[src/hw/rtl/line_segment_rect_clipper_defines.svh]
// Assertion macros shared by the clipper RTL.
`ifndef LINE_SEGMENT_RECT_CLIPPER_DEFINES_SVH
`define LINE_SEGMENT_RECT_CLIPPER_DEFINES_SVH

// Checked only while the block is out of reset.
`define LSRC_ASSERT(lbl, prop, msg) \
  lbl: assert property (@(posedge clk) disable iff (rst) prop) else $error(msg);

// Checked at every edge, reset included.
`define LSRC_ASSERT_ALWAYS(lbl, prop, msg) \
  lbl: assert property (@(posedge clk) prop) else $error(msg);

`endif

[src/hw/rtl/lsrc_pkg.sv]
// Types, widths and constants of the line segment clipper.
package lsrc_pkg;

  localparam int COORD_BITS  = 16;
  localparam int FRAC_BITS   = 16;
  localparam int NBND        = 4;
  localparam int DW          = COORD_BITS + 1;      // deltas, p and q
  localparam int RW          = DW + 1;              // divider remainder
  localparam int QW          = FRAC_BITS + 1;       // quotient bits below saturation
  localparam int T0W         = FRAC_BITS + 1;       // t0 and t1, range [0, 1]
  localparam int TW          = FRAC_BITS + 3;       // signed, saturated quotient
  localparam int PW          = T0W + 1 + DW;        // t times delta
  localparam int CW          = DW + 1;              // start plus offset
  localparam int DIV_SPS     = 3;
  localparam int DIV_STAGES  = (QW + DIV_SPS - 1) / DIV_SPS;
  localparam int ADDR_W      = 4;
  localparam int ITEM_W      = 4 * COORD_BITS + 8;
  localparam int TDATA_W     = ((ITEM_W + 7) / 8) * 8;

  localparam logic [T0W-1:0] T_ONE = T0W'(1) << FRAC_BITS;

  typedef enum logic [1:0] {
    REG_LEFT   = 2'd0,
    REG_TOP    = 2'd1,
    REG_RIGHT  = 2'd2,
    REG_BOTTOM = 2'd3
  } reg_idx_t;

  typedef struct packed {
    logic signed [COORD_BITS-1:0] left;
    logic signed [COORD_BITS-1:0] top;
    logic signed [COORD_BITS-1:0] right;
    logic signed [COORD_BITS-1:0] bottom;
  } cfg_t;

  typedef struct packed {
    logic pz;    // p is zero
    logic pneg;  // p is negative
    logic qneg;  // q is negative
    logic neg;   // quotient is negative
    logic sat;   // |q| >= 2|p|, quotient above one
  } bnd_t;

  typedef struct packed {
    logic signed [COORD_BITS-1:0] sx;
    logic signed [COORD_BITS-1:0] sy;
    logic signed [DW-1:0]         dx;
    logic signed [DW-1:0]         dy;
    logic [7:0]                   color;
    bnd_t [NBND-1:0]              bnd;
  } item_t;

endpackage

[src/hw/rtl/lsrc_div.sv]
// Pipelined restoring divider: floor(a * 2^FRAC_BITS / b) for a < 2b.
module lsrc_div
  import lsrc_pkg::*;
(
  input  logic          clk,
  input  logic          en,
  input  logic [DW-1:0] a,
  input  logic [DW-1:0] b,
  output logic [QW-1:0] quo
);

  logic [RW-1:0] r_st [DIV_STAGES];
  logic [DW-1:0] b_st [DIV_STAGES];
  logic [QW-1:0] q_st [DIV_STAGES];

  for (genvar s = 0; s < DIV_STAGES; s++) begin : g_st
    logic [RW-1:0] r_src;
    logic [DW-1:0] b_src;
    logic [QW-1:0] q_src;
    logic [RW-1:0] r_nx;
    logic [QW-1:0] q_nx;

    if (s == 0) begin : g_first
      assign r_src = RW'(a);
      assign b_src = b;
      assign q_src = '0;
    end else begin : g_rest
      assign r_src = r_st[s-1];
      assign b_src = b_st[s-1];
      assign q_src = q_st[s-1];
    end

    // Each step yields one quotient bit, most significant first.
    always_comb begin
      r_nx = r_src;
      q_nx = q_src;
      for (int j = 0; j < DIV_SPS; j++) begin
        if (s * DIV_SPS + j < QW) begin
          if (r_nx >= RW'(b_src)) begin
            r_nx = r_nx - RW'(b_src);
            q_nx = {q_nx[QW-2:0], 1'b1};
          end else begin
            q_nx = {q_nx[QW-2:0], 1'b0};
          end
          r_nx = {r_nx[RW-2:0], 1'b0};
        end
      end
    end

    always_ff @(posedge clk) begin
      if (en) begin
        r_st[s] <= r_nx;
        b_st[s] <= b_src;
        q_st[s] <= q_nx;
      end
    end
  end

  assign quo = q_st[DIV_STAGES-1];

endmodule

[config.mk]
export PLATFORM = sky130hd
export DESIGN_NAME = lsrc_div
export DESIGN_NICKNAME = d
export VERILOG_FILES = /design/src/hw/rtl/line_segment_rect_clipper_defines.svh /design/src/hw/rtl/lsrc_pkg.sv /design/src/hw/rtl/lsrc_div.sv
export SDC_FILE = /design/constraint.sdc
export NUM_CORES = 1
export LEC_CHECK = 0
export BUFFER_PORTS_ARGS = -buffer_cell sky130_fd_sc_hd__buf_4
export CORE_UTILIZATION = 65
export CTS_BUF_LIST = sky130_fd_sc_hd__clkbuf_8
export DETAILED_ROUTE_END_ITERATION = 10
export GPL_TIMING_DRIVEN = 0
export PLACE_DENSITY = 0.92
export SLEW_MARGIN = 20
export SYNTH_ARGS = -nofsm -noshare
export SYNTH_HDL_FRONTEND = slang
export SYNTH_SLANG_ARGS = --single-unit
export TNS_END_PERCENT = 30
[constraint.sdc]
create_clock -name clk -period 9.7 [get_ports clk]
set_input_delay 0.97 -clock clk [delete_from_list [all_inputs] [get_ports clk]]
set_output_delay 0.97 -clock clk [all_outputs]
set_load 0.05 [all_outputs]
Yosys cells after proc, flatten, opt, wreduce, memory -nomap -nowiden
Memory sizes are Yosys's and may differ from the RTL's.
Cells that the tools add are included.
{ "word_totals": {"ff_bits": 0, "ramBits": 306, "inputBits": 36, "output_inout_bits": 17, "word_cells": 73, "memories": 3} }
{ "mem_list": {"columns": ["name", "words", "word_bits", "rd", "rd_clocked_by_memory_dff", "wr", "line", "rtl"], "rows": [
  ["b_st", 6, 17, 5, 0, 6, "lsrc_div.sv:13", "logic [DW-1:0] b_st [DIV_STAGES];"],
  ["q_st", 6, 17, 6, 0, 6, "lsrc_div.sv:14", "logic [QW-1:0] q_st [DIV_STAGES];"],
  ["r_st", 6, 17, 5, 0, 6, "lsrc_div.sv:12", "logic [RW-1:0] r_st [DIV_STAGES];"]
]} }
{ "classes": {"add_sub_neg": 17, "n_lt_le_gt_ge": 17, "muxes": 36} }
{ "ops": {"columns": ["operator", "n"], "rows": [
  ["two-way mux 17 bit", 17],
  ["subtractor 17 bit", 17],
  ["greater-or-equal comparator 18 x 17 -> 1 bit", 16],
  ["two-way mux 1 bit", 19],
  ["greater-or-equal comparator 17 bit", 1]
]} }

Longest topological paths before layout
An unclocked memory read counts as a cell.
{ "logic_depth": {"depth_word": 7, "mapped_depth": 36, "mapped_depth_nobuf": 34} }

Worst setup path after synthesis
OpenSTA, ideal clock, no wires.
{ "synth_path": {"path_kind": "input to register", "startpoint": "input port b[1]", "endpoint": "memory r_st[0][16] (netlist bit), data pin", "setup_time_ns": 0.261, "arrival_ns": 7.617, "required_time_ns": 9.439, "slack_ns": 1.822, "cell_stages": 32, "path_buffers": 3, "cell_sequence": "inv_1 ha_1 nor2b_1 o31ai_1 a21o_1 a21oi_1 o21ai_1 inv_2 buf_1 mux2_2 ha_1 or2_2 a31oi_1 a21oi_1 o21ai_0 nand2b_1 a221oi_1 o21ai_1 buf_2 mux2_2 ha_1 a21oi_1 o21ai_0 or3b_1 a31oi_1 nor2_1 and4_1 a2111oi_0 and3_1 a21oi_2 buf_4 a221o_1"} }
{ "synth_rtl": {"columns": ["element", "line", "rtl"], "rows": [
  ["from (decl)", "lsrc_div.sv:8", "input logic [DW-1:0] b,"],
  ["to (decl)", "lsrc_div.sv:12", null]
]} }

==> out/summary.json <==
{
  "placed_design": {
    "detailed_place_hpwl_mm": 47.3,
    "placed_cells_incl_taps": 2881,
    "buffer_ports.inserted": 52,
    "detailed_place.area_mm2": 0.0236,
    "gp_routability_congestion": 0.970
  },
  "clock_tree": {
    "hold_buffers": 0,
    "cts.root.buffer_cell": "sky130_fd_sc_hd__clkbuf_8",
    "clock_buffer_depth": 3,
    "numCtsBuffers": 43,
    "cts.sink_count": 232,
    "clkLatencyLatePin_ns": 0.61,
    "clock_slew_at_reported_path_ffs_ns": 0.07,
    "cts-htree-levels": 2,
    "clock_tree_from_tritoncts": "built"
  },
  "timing": {
    "final_hold_vios": 0,
    "layout_min_cycle_time_ns": 9.28,
    "skew_ns": 0.0346,
    "post-route-period-util": 0.957,
    "fmaxAchievable_ghz": 0.108,
    "timing_worst_slew_pin_value_ns": 1.02,
    "final-max-slew-violation-count": 0,
    "worst_slew_margin_rel": 0.304,
    "finalSetupViolCount": 0
  },
  "logic_synthesis": {
    "avgSynthCellArea_um2": 9.49,
    "synth_enable_flop_cells": 232,
    "postSynthRegisterBits": 232,
    "synthesized_netlist_net_count": 2700,
    "synth-seq-area-share": 0.309,
    "postSynthCellCount": 2379,
    "post_synth_and_or_nand_nor_area_fraction": 0.129,
    "number_of_different_library_cells_in_the_post_synthesis_netlist": 91,
    "yosys_most_used_dff": "sky130_fd_sc_hd__edfxtp_1",
    "synth_compound_area_frac": 0.197,
    "synth-xor-area-share": 0.0842,
    "synth_area_mm2": 0.0226,
    "synth_top_family_by_area": "compound AO/OA/AOI/OAI gates",
    "synth-async-reset-ratio": 0,
    "yosys-mux-area-fraction": 0.0830,
    "synth_adder_area_share": 0.160,
    "synthesis.yosys.warnings": 0
  },
  "routing": {
    "detailroute.via_count": 19071,
    "drtIter0Drc": 1591,
    "antenna_left": 0,
    "dr.pass1.iters": 6,
    "route.detailed.drc": 0,
    "route.final.wire_length_mm": 60.0,
    "vias_per_cell": 6.45,
    "wire_per_inst_um": 20.3
  },
  "setup_path": {
    "critical_path.top_delay_family": "compound AO/OA/AOI/OAI gates",
    "crit_path_frequent_cell": "sky130_fd_sc_hd__a21o_1",
    "critical_path_buf_inv_count": 6,
    "timing.critical_path.slowest_cell_delay_ns": 0.56,
    "worst_setup_path_start_kind": "register",
    "worst_ep_arrival_ns": 9.63,
    "cp_max_fo": 10,
    "worst-setup-path-type": "reg -> reg",
    "end_kind": "register",
    "cpMaxStageDelayCell": "sky130_fd_sc_hd__a221oi_1",
    "timing.critical_path.required_ns": 10.05
  },
  "global_route": {
    "grt_first_pass_wirelength_mm": 95.8,
    "grt_remaining_overflow": 0,
    "gr-max-usage-layer": "met2",
    "global_route.usage.met1": 0.431,
    "groute.usage.overall": 0.337,
    "number_of_global_route_vias_before_repair": 18888,
    "antenna_violations_before_repair": 0,
    "grt_start_max_net_pins": 117,
    "met2_usage": 0.572,
    "grt.met3_usage": 0.0440
  },
  "finish": {
    "fill_cell_instance_count_of_the_final_layout": 2506,
    "synthesis_to_layout_area_growth_pct": 8.83,
    "layout-drive-gt1-share": 0.130,
    "final_cell_count_no_fill": 2958,
    "num_antenna_cells": 0,
    "non_filler_cell_area_final_mm2": 0.0246,
    "num-nets-final": 2800
  },
  "floorplan": {
    "die_area_mm2": 0.0355,
    "design.core.area_mm2": 0.0339,
    "rows": 67,
    "die_boundary_height_um": 188,
    "top_level_ports": 53,
    "fp.dieW_um": 188,
    "initial_standard_cell_utilization_of_the_core": 0.667
  },
  "hold_path": {
    "holdCritPathClass": "reg -> reg"
  },
  "run": {
    "timing.max_cap.violations": 0
  },
  "status": {
    "run_status": "completed"
  }
}
-- per-stage QoR --
step / hold slack [ns] / setup TNS [ns] / util / setup slack, ns
final: 0.414 / 0 / 0.726 / 0.422
after global routing: 0.419 / -0.0378 / 0.726 / -0.0167
after CTS: 0.406 / 0 / 0.723 / 0.0548
after detailed placement: 0.405 / -2.05 / 0.697 / -0.319
after global placement: 0.400 / -1.49 / 0.695 / -0.268
after floorplan: 0.400 / 0 / - / 1.82
-- logic make-up after synthesis --
group | count (synthesis)
buffers and inverters | 215
DFF | 232
AOI/OAI and AO/OA | 676
adders and majority gates | 285
muxes | 162
xor gates and xnor gates | 217
and+or+nand+nor | 592
-- registers in the layout (all words and copies together), names as in the netlist --
name / cells
r_st: 85
b_st: 85
q_st: 62
-- layout make-up --
class                   count  area [um2]  area share
repair buffers             55         460      0.0187
clock inverters            32         268      0.0109
plain buffers              32         179     0.00728
inverters                 183         691      0.0281
multi-input cells        1932       14800       0.604
flip-flops and latches    232        6970       0.284
clock buffers              44         606      0.0246
well taps                 448         561      0.0228
-- cells in the mapped netlist (13+ instances only) --
cell | number | area [um2]
sky130_fd_sc_hd__o21bai_1 | 26 | 195
sky130_fd_sc_hd__nor2b_1 | 35 | 219
sky130_fd_sc_hd__o21ai_0 | 112 | 561
sky130_fd_sc_hd__o21a_1 | 31 | 233
sky130_fd_sc_hd__xor2_1 | 59 | 517
sky130_fd_sc_hd__o211ai_1 | 13 | 97.6
sky130_fd_sc_hd__nand2b_1 | 29 | 181
sky130_fd_sc_hd__mux2i_1 | 27 | 270
sky130_fd_sc_hd__buf_2 | 13 | 65.1
sky130_fd_sc_hd__ha_1 | 278 | 3480
sky130_fd_sc_hd__and2_1 | 18 | 113
sky130_fd_sc_hd__nand2_1 | 111 | 417
sky130_fd_sc_hd__o21ai_1 | 13 | 65.1
sky130_fd_sc_hd__nand3_1 | 51 | 255
sky130_fd_sc_hd__a21o_1 | 112 | 841
sky130_fd_sc_hd__nor2_1 | 190 | 713
sky130_fd_sc_hd__mux2_4 | 22 | 330
sky130_fd_sc_hd__a21oi_1 | 207 | 1040
sky130_fd_sc_hd__edfxtp_1 | 232 | 6970
sky130_fd_sc_hd__and3_1 | 27 | 169
sky130_fd_sc_hd__mux2_2 | 109 | 1230
sky130_fd_sc_hd__nor3_1 | 36 | 180
sky130_fd_sc_hd__xnor2_1 | 158 | 1380
sky130_fd_sc_hd__a31oi_1 | 23 | 144
sky130_fd_sc_hd__nand4_1 | 34 | 213
sky130_fd_sc_hd__a211oi_1 | 16 | 120
sky130_fd_sc_hd__inv_1 | 177 | 664
-- cell usage in the layout (no fill, tap or decap), types with 8 or more instances in the layout --
| cell type | n |
|---|---|
| sky130_fd_sc_hd__nand2b_1 | 29 |
| sky130_fd_sc_hd__o21ai_0 | 112 |
| sky130_fd_sc_hd__nand3_1 | 51 |
| sky130_fd_sc_hd__nor3_1 | 36 |
| sky130_fd_sc_hd__and3_1 | 27 |
| sky130_fd_sc_hd__inv_1 | 182 |
| sky130_fd_sc_hd__nor2_1 | 190 |
| sky130_fd_sc_hd__nand4_1 | 34 |
| sky130_fd_sc_hd__xor2_1 | 59 |
| sky130_fd_sc_hd__a21o_1 | 112 |
| sky130_fd_sc_hd__o22a_1 | 8 |
| sky130_fd_sc_hd__mux2i_1 | 23 |
| sky130_fd_sc_hd__or2_2 | 12 |
| sky130_fd_sc_hd__a21oi_1 | 205 |
| sky130_fd_sc_hd__o21bai_1 | 26 |
| sky130_fd_sc_hd__buf_2 | 12 |
| sky130_fd_sc_hd__clkinv_1 | 9 |
| sky130_fd_sc_hd__clkbuf_8 | 44 |
| sky130_fd_sc_hd__xnor2_1 | 158 |
| sky130_fd_sc_hd__o211ai_1 | 13 |
| sky130_fd_sc_hd__a211oi_1 | 16 |
| sky130_fd_sc_hd__edfxtp_1 | 232 |
| sky130_fd_sc_hd__o21ai_1 | 11 |
| sky130_fd_sc_hd__nand2_1 | 110 |
| sky130_fd_sc_hd__a221o_1 | 9 |
| sky130_fd_sc_hd__and2_1 | 18 |
| sky130_fd_sc_hd__mux2_2 | 109 |
| sky130_fd_sc_hd__clkbuf_1 | 8 |
| sky130_fd_sc_hd__buf_4 | 55 |
| sky130_fd_sc_hd__or3_1 | 12 |
| sky130_fd_sc_hd__mux2_4 | 22 |
| sky130_fd_sc_hd__nor2b_1 | 35 |
| sky130_fd_sc_hd__ha_1 | 278 |
| sky130_fd_sc_hd__nor4_1 | 8 |
| sky130_fd_sc_hd__a31oi_1 | 22 |
| sky130_fd_sc_hd__o31ai_1 | 12 |
| sky130_fd_sc_hd__o21a_1 | 31 |
-- per-layer routing --
layer  routed length (um)  up-vias
li1                     -     9095
met1                25100     9007
met2                28200      777
met3                 3980      192
met4                 2680        0
met5                    0        -
-- worst paths after layout --
kind	from	end	slack (ns)	depth (start not counted)
max	b_st[0][0]	r_st[1][11]	0.42	31
min	q_st[4][10]	q_st[5][12]	0.41	0
max reg2reg	b_st[0][0]	r_st[1][11]	0.42	31
min reg2reg	q_st[4][10]	q_st[5][12]	0.41	0
-- timing repair --
action | in CTS | in global routing
setup endpoints to repair | 16 | 45
setup buffers | 0 | 1
pin swaps | 0 | 2
hold endpoints to repair | 0 | 0
cloned | 0 | 0
resized for setup | 2 | 22
Power is left out: the tool's default activity adds up to more than one toggle a clock period on the data nets, which glitch-free logic cannot reach.
