`config.mk`:
```
export PLATFORM = sky130hd
export DESIGN_NAME = lsrc_cfg
export DESIGN_NICKNAME = d
export VERILOG_FILES = /design/src/hw/rtl/line_segment_rect_clipper_defines.svh /design/src/hw/rtl/lsrc_pkg.sv /design/src/hw/rtl/lsrc_cfg.sv
export SDC_FILE = /design/constraint.sdc
export NUM_CORES = 1
export LEC_CHECK = 0
export BUFFER_PORTS_ARGS = -buffer_cell sky130_fd_sc_hd__buf_2
export CORE_MARGIN = 4
export CORE_UTILIZATION = 51
export CTS_BUF_LIST = sky130_fd_sc_hd__clkbuf_4 sky130_fd_sc_hd__clkbuf_8 sky130_fd_sc_hd__clkbuf_16
export CTS_CLUSTER_SIZE = 10
export DETAILED_ROUTE_END_ITERATION = 10
export PLACE_DENSITY = 0.85
export SYNTH_ARGS = -nofsm -noshare
export SYNTH_HDL_FRONTEND = slang
export SYNTH_SLANG_ARGS = --single-unit
```
`constraint.sdc`:
```
create_clock -name clk -period 5.35 [get_ports clk]
set_clock_uncertainty 0.05 [all_clocks]
set_input_delay 1.605 -clock clk [delete_from_list [all_inputs] [get_ports clk]]
set_output_delay 1.605 -clock clk [all_outputs]
set_load 0.05 [all_outputs]
```
`src/hw/rtl/line_segment_rect_clipper_defines.svh`:
```
// Assertion macros shared by the clipper RTL.
`ifndef LINE_SEGMENT_RECT_CLIPPER_DEFINES_SVH
`define LINE_SEGMENT_RECT_CLIPPER_DEFINES_SVH

// Checked only while the block is out of reset.
`define LSRC_ASSERT(lbl, prop, msg) \
  lbl: assert property (@(posedge clk) disable iff (rst) prop) else $error(msg);

// Checked at every edge, reset included.
`define LSRC_ASSERT_ALWAYS(lbl, prop, msg) \
  lbl: assert property (@(posedge clk) prop) else $error(msg);

`endif

```
`src/hw/rtl/lsrc_pkg.sv`:
```
// Types, widths and constants of the line segment clipper.
package lsrc_pkg;

  localparam int COORD_BITS  = 16;
  localparam int FRAC_BITS   = 16;
  localparam int NBND        = 4;
  localparam int DW          = COORD_BITS + 1;      // deltas, p and q
  localparam int RW          = DW + 1;              // divider remainder
  localparam int QW          = FRAC_BITS + 1;       // quotient bits below saturation
  localparam int T0W         = FRAC_BITS + 1;       // t0 and t1, range [0, 1]
  localparam int TW          = FRAC_BITS + 3;       // signed, saturated quotient
  localparam int PW          = T0W + 1 + DW;        // t times delta
  localparam int CW          = DW + 1;              // start plus offset
  localparam int DIV_SPS     = 3;
  localparam int DIV_STAGES  = (QW + DIV_SPS - 1) / DIV_SPS;
  localparam int ADDR_W      = 4;
  localparam int ITEM_W      = 4 * COORD_BITS + 8;
  localparam int TDATA_W     = ((ITEM_W + 7) / 8) * 8;

  localparam logic [T0W-1:0] T_ONE = T0W'(1) << FRAC_BITS;

  typedef enum logic [1:0] {
    REG_LEFT   = 2'd0,
    REG_TOP    = 2'd1,
    REG_RIGHT  = 2'd2,
    REG_BOTTOM = 2'd3
  } reg_idx_t;

  typedef struct packed {
    logic signed [COORD_BITS-1:0] left;
    logic signed [COORD_BITS-1:0] top;
    logic signed [COORD_BITS-1:0] right;
    logic signed [COORD_BITS-1:0] bottom;
  } cfg_t;

  typedef struct packed {
    logic pz;    // p is zero
    logic pneg;  // p is negative
    logic qneg;  // q is negative
    logic neg;   // quotient is negative
    logic sat;   // |q| >= 2|p|, quotient above one
  } bnd_t;

  typedef struct packed {
    logic signed [COORD_BITS-1:0] sx;
    logic signed [COORD_BITS-1:0] sy;
    logic signed [DW-1:0]         dx;
    logic signed [DW-1:0]         dy;
    logic [7:0]                   color;
    bnd_t [NBND-1:0]              bnd;
  } item_t;

endpackage

```
`src/hw/rtl/lsrc_cfg.sv`:
```
// Clip rectangle registers behind the configuration port.
module lsrc_cfg
  import lsrc_pkg::*;
(
  input  logic              clk,
  input  logic              rst,
  input  logic              psel,
  input  logic              penable,
  input  logic              pwrite,
  input  logic [ADDR_W-1:0] paddr,
  input  logic [31:0]       pwdata,
  output logic [31:0]       prdata,
  output cfg_t              cfg
);

  localparam logic signed [COORD_BITS-1:0] COORD_MAX = {1'b0, {(COORD_BITS-1){1'b1}}};

  reg_idx_t idx;
  logic     wr;
  logic signed [COORD_BITS-1:0] rd;

  assign idx = reg_idx_t'(paddr[3:2]);
  assign wr  = psel && penable && pwrite;

  always_ff @(posedge clk) begin
    if (rst) begin
      cfg.left   <= '0;
      cfg.top    <= '0;
      cfg.right  <= COORD_MAX;
      cfg.bottom <= COORD_MAX;
    end else if (wr) begin
      unique case (idx)
        REG_LEFT:   cfg.left   <= pwdata[COORD_BITS-1:0];
        REG_TOP:    cfg.top    <= pwdata[COORD_BITS-1:0];
        REG_RIGHT:  cfg.right  <= pwdata[COORD_BITS-1:0];
        REG_BOTTOM: cfg.bottom <= pwdata[COORD_BITS-1:0];
        default: ;
      endcase
    end
  end

  always_comb begin
    unique case (idx)
      REG_LEFT:   rd = cfg.left;
      REG_TOP:    rd = cfg.top;
      REG_RIGHT:  rd = cfg.right;
      REG_BOTTOM: rd = cfg.bottom;
      default:    rd = '0;
    endcase
  end

  assign prdata = 32'(rd);

endmodule

```
# [Yosys cells after proc, flatten, opt, wreduce, memory -nomap -nowiden]
# Index checks and enable logic that the tools add are counted.
[totals] regBits=64 in_bits=41 output_inout_bits=96
[op_classes] eq_ne=3 muxes=1 reduce_logical=7
[ops] cell="$pmux W16 S4" count=1
[ops] cell="$reduce_and A2 Y1" count=4
[ops] cell="$eq A2 B2 Y1 const B" count=2
[ops] cell="$eq A2 B1 Y1 const B" count=1
[ops] cell="$logic_and A1 B1 Y1" count=2
[ops] cell="$logic_not A2 Y1" count=1

# [Depth between registers and ports, before layout]
# Gate-level depths: netlist of run 1.
[logic_depth] word_depth=3 depth_mapped=5 depth_no_buf=3

# [Worst setup path after synthesis of run 1]
# No wires, ideal clock.
[synth_timing] kind="input to output" from="in paddr[2]" to="out prdata[16]" arrival_time_ps=2782 required_ps=3695 slack_ps=913 path_stages=3 path_buffers=2 cell_sequence="buf_6 > mux4_2 > buf_4"
[synth_via] elab_chain_len=2
[synth_lines] element="from (decl)" line_no="lsrc_cfg.sv:10" text="input logic [ADDR_W-1:0] paddr,"
[synth_lines] element="$eq A2 B2 Y1 (tied with other cells)" line_no="lsrc_cfg.sv:43" text="unique case (idx)"
[synth_lines] element="$pmux W16 S4 *" line_no="lsrc_cfg.sv:43"
[synth_lines] element="to (decl)" line_no="lsrc_cfg.sv:12" text="output logic [31:0] prdata,"
# Mark *: on every way between the ends. The rest lies on a longest branch, timed or not.

# [Worst setup path in the final report of run 1]
[layout_timing] from="in paddr[3]" to="out prdata[13]"
# Same word-level chain as after synthesis.

==> results of run 1 <==
[cells in the final DEF, fill, tap and decap left out, types with 2 or more instances in the layout]
master	instances
nand2b_1	50
clkbuf_4	3
buf_4	4
mux2i_1	64
nor2_1	45
mux4_2	16
bufinv_16	2
buf_2	118
dfxtp_1	64
clkbuf_8	10
[routing by layer]
layer	vias up	GRT usage [%]	part of all wire [%]
li1	1147	-	-
met4	0	8.06	1.5
met5	-	0	0
met2	76	31.3	49
met3	10	4.80	6.5
met1	1114	24.2	43
[kinds of logic (layout without fill, tap and decap cells)]
| kind of cell | Yosys count | after routing | synth area share (%) |
|---|---|---|---|
| buf+inv | 37 | 139 | 8.39 |
| simple gates | 103 | 103 | 17.6 |
| flops | 64 | 64 | 41.5 |
| mux | 80 | 80 | 32.4 |
[power groups by stage]
| stage | Combinational, mW | Sequential, mW | Clock (mW) |
|---|---|---|---|
| floorplan | 0.0935 | 0.519 | 0 |
| CTS | 0.144 | 0.488 | 0.472 |
| global route | 0.151 | 0.488 | 0.489 |
| global placement | 0.142 | 0.498 | 0 |
| detailed placement | 0.143 | 0.498 | 0 |
| finish | 0.143 | 0.488 | 0.461 |
[worst min-delay path, stage by stage, from the launching register on]
cell and delay (ns):
dfxtp_1 0.32, nand2b_1 0.07, mux2i_1 0.05
[worst min-delay path by stage]
stage / startpoint / endpoint / slack [ns]
2_1_floorplan: cfg[31]$_SDFFE_PP0P_ / cfg[31]$_SDFFE_PP0P_ / 0.65
5_1_grt: cfg[36]$_SDFFE_PP0P_ / cfg[36]$_SDFFE_PP0P_ / 0.45
3_3_place_gp: cfg[54]$_SDFFE_PP0P_ / cfg[54]$_SDFFE_PP0P_ / 0.42
6_report: cfg[36]$_SDFFE_PP0P_ / cfg[36]$_SDFFE_PP0P_ / 0.44
4_1_cts: cfg[36]$_SDFFE_PP0P_ / cfg[36]$_SDFFE_PP0P_ / 0.44
3_5_place_dp: cfg[63]$_SDFFE_PP0P_ / cfg[63]$_SDFFE_PP0P_ / 0.43
[stage by stage]
stage | hold slack, ns | power (mW) | util [%] | cells | setup WS [ns]
2_1_floorplan | 0.651 | 0.613 | - | 284 | 0.913
3_3_place_gp | 0.421 | 0.639 | 60.3 | 445 | 0.723
3_5_place_dp | 0.432 | 0.642 | 60.3 | 445 | 0.727
4_1_cts | 0.443 | 1.10 | 64.1 | 461 | 0.712
5_1_grt | 0.454 | 1.13 | 64.1 | 461 | 0.658
6_report | 0.439 | 1.09 | 64.1 | 461 | 0.743
[layout make-up]
class,count,area [µm²]
fillers,490,2110
multi-input cells,183,1550
flip-flops and latches,64,1280
repair buffers,122,621
clock buffers,13,160
well taps,75,93.8
clock inverters,3,65.1
inverters,1,3.75
==> run metrics, run 1 <==
Cell variety after synth=18; worst r2r src=cfg[4]$_SDFFE_PP1P_; outcome=finished clean; Regs by FF count=cfg (64); drt via density=approximately 5; setup TNS=0 ns; GRT Overall Usage=between 10% and 20%; Slew @ Worst Pin=1.06 ns; fin crit period=roughly 4.6 ns; GR Overflow Total=0; CTS tree=done; synth cell count leaders=dfxtp_1, mux2i_1, nand2b_1; I/O pin cnt=between 100 and 150; Primary FF master, synth=dfxtp_1; share of flip-flops with an asynchronous set or reset=0%; period utilization=~86%; # DRC=0; Synth Net Count=between 300 and 400; pwr/cell area=289 nW/µm²; Worst Hold Class=reg2reg; largest net degree at the start of global routing=just over 60; sequential share of power=between 40 and 50%; static leakage=approximately 1.8 nW; CP Data Arrival Time=just under 3 ns; cell count after synthesis=284; worst path bufs/invs=2; leading area contributor after synthesis=dfxtp_1; Slowest-stage cell, CP=mux4_2; post-route cell area=roughly 3800 µm²; Antenna Violating Nets Remaining=0; CTS Buffer Depth=2; top cells by area, synth=dfxtp_1, mux2i_1, mux4_2; clk root buf=clkbuf_8; Die X-Extent=roughly 86 µm; post-DP HPWL=5040 µm; drt initial violations=100; Worst IR Drop VDD=~0.17 mV; reg2reg end=cfg[4]$_SDFFE_PP1P_; Worst-path clk slew=about 0.060 ns; NumNets Final=422; Worst-Skew Late Latency=between 0.3 and 0.4 ns; sequential area share after synthesis=~42%; unrepaired setup endpoints after global routing=false; port bufs=between 100 and 150; critical path type=in2out; PostCTS Resize Cnt=0; die area=7360 µm²; diode count=0; max FFs per register=64; row count=28; Critical Path Start=paddr[3]; layout cell share with drive strength beyond 1=between 40% and 50%; worst hold stages=2; Max Cap Viol=0; final WL=approximately 6900 µm; routability cong.=about 0.74; Slew Limit Fails=0; CP Capture Point=prdata[13]; critical path cell sequence=buf_2 > mux4_2 > buf_2; CP Max Fanout=21; Levels on crit path=3; total CTS buffers=9; synthesized area=3090 µm²; clock power share=42.2%; core area=5890 µm²; worst rel slew slack=29.6%; most frequent CP cell=buf_2; internal power=between 0.8 and 0.9 mW; startpoint types=input pin; YS warnings=0; vias in the first global route=roughly 2300; Biggest register=cfg; Vias=roughly 2300; Max Clk Rate=~0.22 GHz; Critical Path RT=approximately 3.7 ns; count of flip-flops with a built-in enable after synthesis=0; hold_buf cts=0; FF-to-FF setup slack=4.62 ns; antenna violations before repair=0; cell family with most CP delay=buffers and inverters; die height=around 86 µm; switching share of power=25.0%; CP max stage delay=a little under 0.6 ns; first-pass GRT wire length=between 10000 and 15000 µm; Net Switching=roughly 0.27 mW; Avg Inst Size Synth=between 10 and 15 µm²; #FFs+latches synth=64; Comb pwr share=13.1%; Final Hold Vio Count=0; area share of the largest cell type after synthesis=about two fifths; Initial Utilization=between 50% and 60%; H-tree levels=3; Setup Fix Bufs, Post-CTS=0; Avg WL per Cell=about 15 µm; reg2reg path depth=2; setup violators final=0; DR pass1 iterations=4; Syn-to-layout area delta=22.3%; CP Capture Type=output pin; Sink Count=64; placed inst area=3550 µm²
Power figures use the tool's default switching activity.
==> inputs of run 2 (changes only) <==
--- a/constraint.sdc
+++ b/constraint.sdc
@@ -3,3 +3,3 @@
 set_input_delay 1.605 -clock clk [delete_from_list [all_inputs] [get_ports clk]]
 set_output_delay 1.605 -clock clk [all_outputs]
-set_load 0.05 [all_outputs]
+set_load 0.02 [all_outputs]
==> run 2 against run 1 <==
Sequential power hardly changed. Clock power is 25% lower. Sequential share of layout area is 0.63 points higher. Global-route usage up 0.34 points. Non-clock buffer count shrank 1. First-iteration DRC count down 21%. Register-to-register slack hardly changed. Final cell count decreased by 0.87%. Clock-buffer cell count decreased by 1.
==> run metrics, run 2 (same netlist as run 1, synthesis figures left out) <==
outcome=finished clean; most frequent CP cell=buf_2; Max Clk Rate=0.214 GHz (-1.2%); port bufs=118 (unchanged); pwr/cell area=254 nW/µm² (-12%); critical path type=in2out; Max Cap Viol=0 (unchanged); Slew Limit Fails=0 (unchanged); Antenna Violating Nets Remaining=0 (unchanged); Die X-Extent=85.8 µm (unchanged); PostCTS Resize Cnt=0 (unchanged); hold_buf cts=0 (unchanged); worst hold stages=2 (unchanged); period utilization=87.2% (+1.1 points); DR pass1 iterations=4 (unchanged); I/O pin cnt=137 (unchanged); largest net degree at the start of global routing=61 (unchanged); total power=0.942 mW (-14%); commonest non-fill, non-tap cell in the layout=buf_2; reg2reg end=cfg[1]$_SDFFE_PP1P_; Critical Path RT=3.70 ns (about the same); hold worst-path end=cfg[47]$_SDFFE_PP0P_; unrepaired setup endpoints after global routing=false; FF-to-FF setup slack=4.63 ns (about the same); fin crit period=4.66 ns (+0.0563 ns); Slowest-stage cell, CP=mux4_2; Worst IR Drop VDD=0.173 mV (+3.1%); worst rel slew slack=31.7% (+2.2 points); Vias=2333 (-0.60%); CP Data Arrival Time=3.01 ns (+0.06 ns); Worst-Skew Late Latency=0.32 ns (about the same); CTS tree=done; Setup Fix Bufs, Post-CTS=0 (unchanged); worst r2r src=cfg[1]$_SDFFE_PP1P_; critical path cell sequence=buf_2 > mux4_2 > buf_2; setup TNS=0 ns (unchanged); switching share of power=23.8% (-1.2 points); H-tree levels=3 (unchanged); startpoint types=input pin; CTS Buffer Depth=2 (unchanged); static leakage=1.75 nW (-2.0%); GRT Overall Usage=19.5% (+0.34 points); die height=85.8 µm (unchanged); core area=5890 µm² (unchanged); cell family with most CP delay=multiplexers; Initial Utilization=52.4% (unchanged); Final Hold Vio Count=0 (unchanged); setup violators final=0 (unchanged); Worst Hold Class=reg2reg; HP Start=cfg[47]$_SDFFE_PP0P_; worst path bufs/invs=2 (unchanged); Final WS setup=0.687 ns (-0.0563 ns); Slew @ Worst Pin=1.02 ns (-0.0324 ns); antenna violations before repair=0 (unchanged); # fillers=516 (+5.3%); drt via density=5.11 (+0.27%); CP Max Fanout=20 (-4.8%); final WL=6840 µm (-0.38%); layout cell share with drive strength beyond 1=40.3% (-0.62 points); row count=28 (unchanged); routability cong.=0.723 (-1.9%); die area=7360 µm² (unchanged); Worst-path clk slew=0.06 ns (about the same); clock power share=37.0% (-5.2 points); diode count=0 (unchanged); max FFs per register=64 (unchanged); internal power=0.718 mW (-12%); Regs by FF count=cfg (64); drt initial violations=79 (-21%); commonest non-fill, non-tap cells in the layout=buf_2, mux2i_1, dfxtp_1, nand2b_1, nor2_1; NumNets Final=421 (-0.24%); Place WS=0.650 ns (-0.0770 ns); first-pass GRT wire length=11300 µm (+1.6%); GR Overflow Total=0 (unchanged); vias in the first global route=2337 (-0.30%); CP max stage delay=0.71 ns (+0.12 ns); # DRC=0 (unchanged); reg2reg path depth=2 (unchanged); Net Switching=0.224 mW (-18%); clk root buf=clkbuf_8; post-DP HPWL=5000 µm (-0.77%); Sink Count=64 (unchanged); CP Capture Type=output pin; Syn-to-layout area delta=20.1%; Avg WL per Cell=15.0 µm (+0.49%); sequential share of power=51.8% (+7.1 points); Biggest register=cfg; total CTS buffers=9 (unchanged); Comb pwr share=11.2% (-1.9 points)
-- run 2: changes by cell type in the layout (fill, tap and decap cells not counted), sizes merged --
cell,previous run,this run
buf,122,121
clkbuf,13,12
bufinv,2,0
-- run 2: layer usage --
layer  vias to the layer above  track usage, %  share of wire, %
met2                        71            32.8                50
met3                         9            3.07               4.7
met5                         -               0                 0
met4                         0            9.50               1.6
met1                      1116            24.4                44
li1                       1137               -                 -
-- run 2: worst max path at each step --
| stage | end | cells past startpoint | from | slack, ns |
|---|---|---|---|---|
| floorplan | prdata[16] | 3 | paddr[2] | 1.04 |
| global placement | prdata[27] | 3 | paddr[2] | 0.69 |
| detailed placement | prdata[24] | 3 | paddr[2] | 0.65 |
| CTS | prdata[24] | 3 | paddr[2] | 0.65 |
| global route | prdata[27] | 3 | paddr[2] | 0.60 |
| finish | prdata[19] | 3 | paddr[2] | 0.69 |
-- run 2: power by group through the flow --
| stage | combinational, mW | clock [mW] | sequential (mW) |
|---|---|---|---|
| finish | 0.106 | 0.348 | 0.488 |
| detailed placement | 0.107 | 0 | 0.498 |
| global route | 0.115 | 0.380 | 0.488 |
| floorplan | 0.0716 | 0 | 0.505 |
| CTS | 0.108 | 0.359 | 0.488 |
| global placement | 0.105 | 0 | 0.498 |
-- run 2: layout make-up --
cell class              instances  area (µm²)  area share [%]
clock inverters                 1        5.00           0.135
multi-input cells             183        1550            41.8
repair buffers                121         613            16.5
flip-flops and latches         64        1280            34.6
clock buffers                  12         159            4.29
well taps                      75        93.8            2.53
inverters                       1        3.75           0.101
-- run 2: tightest hold or removal path, stage by stage, from the launching register on --
cell      delay [ns]
dfxtp_1         0.32
nand2b_1        0.07
mux2i_1         0.06
-- run 2: metrics by stage --
stage,util [%],std cells,hold slack (ns),instance area [µm²]
3_5_place_dp,60.2,444,0.431,3540
2_1_floorplan,-,284,0.505,3090
3_3_place_gp,60.2,444,0.421,3540
5_1_grt,63.0,457,0.457,3710
6_report,63.0,457,0.441,3710
4_1_cts,63.0,457,0.444,3710
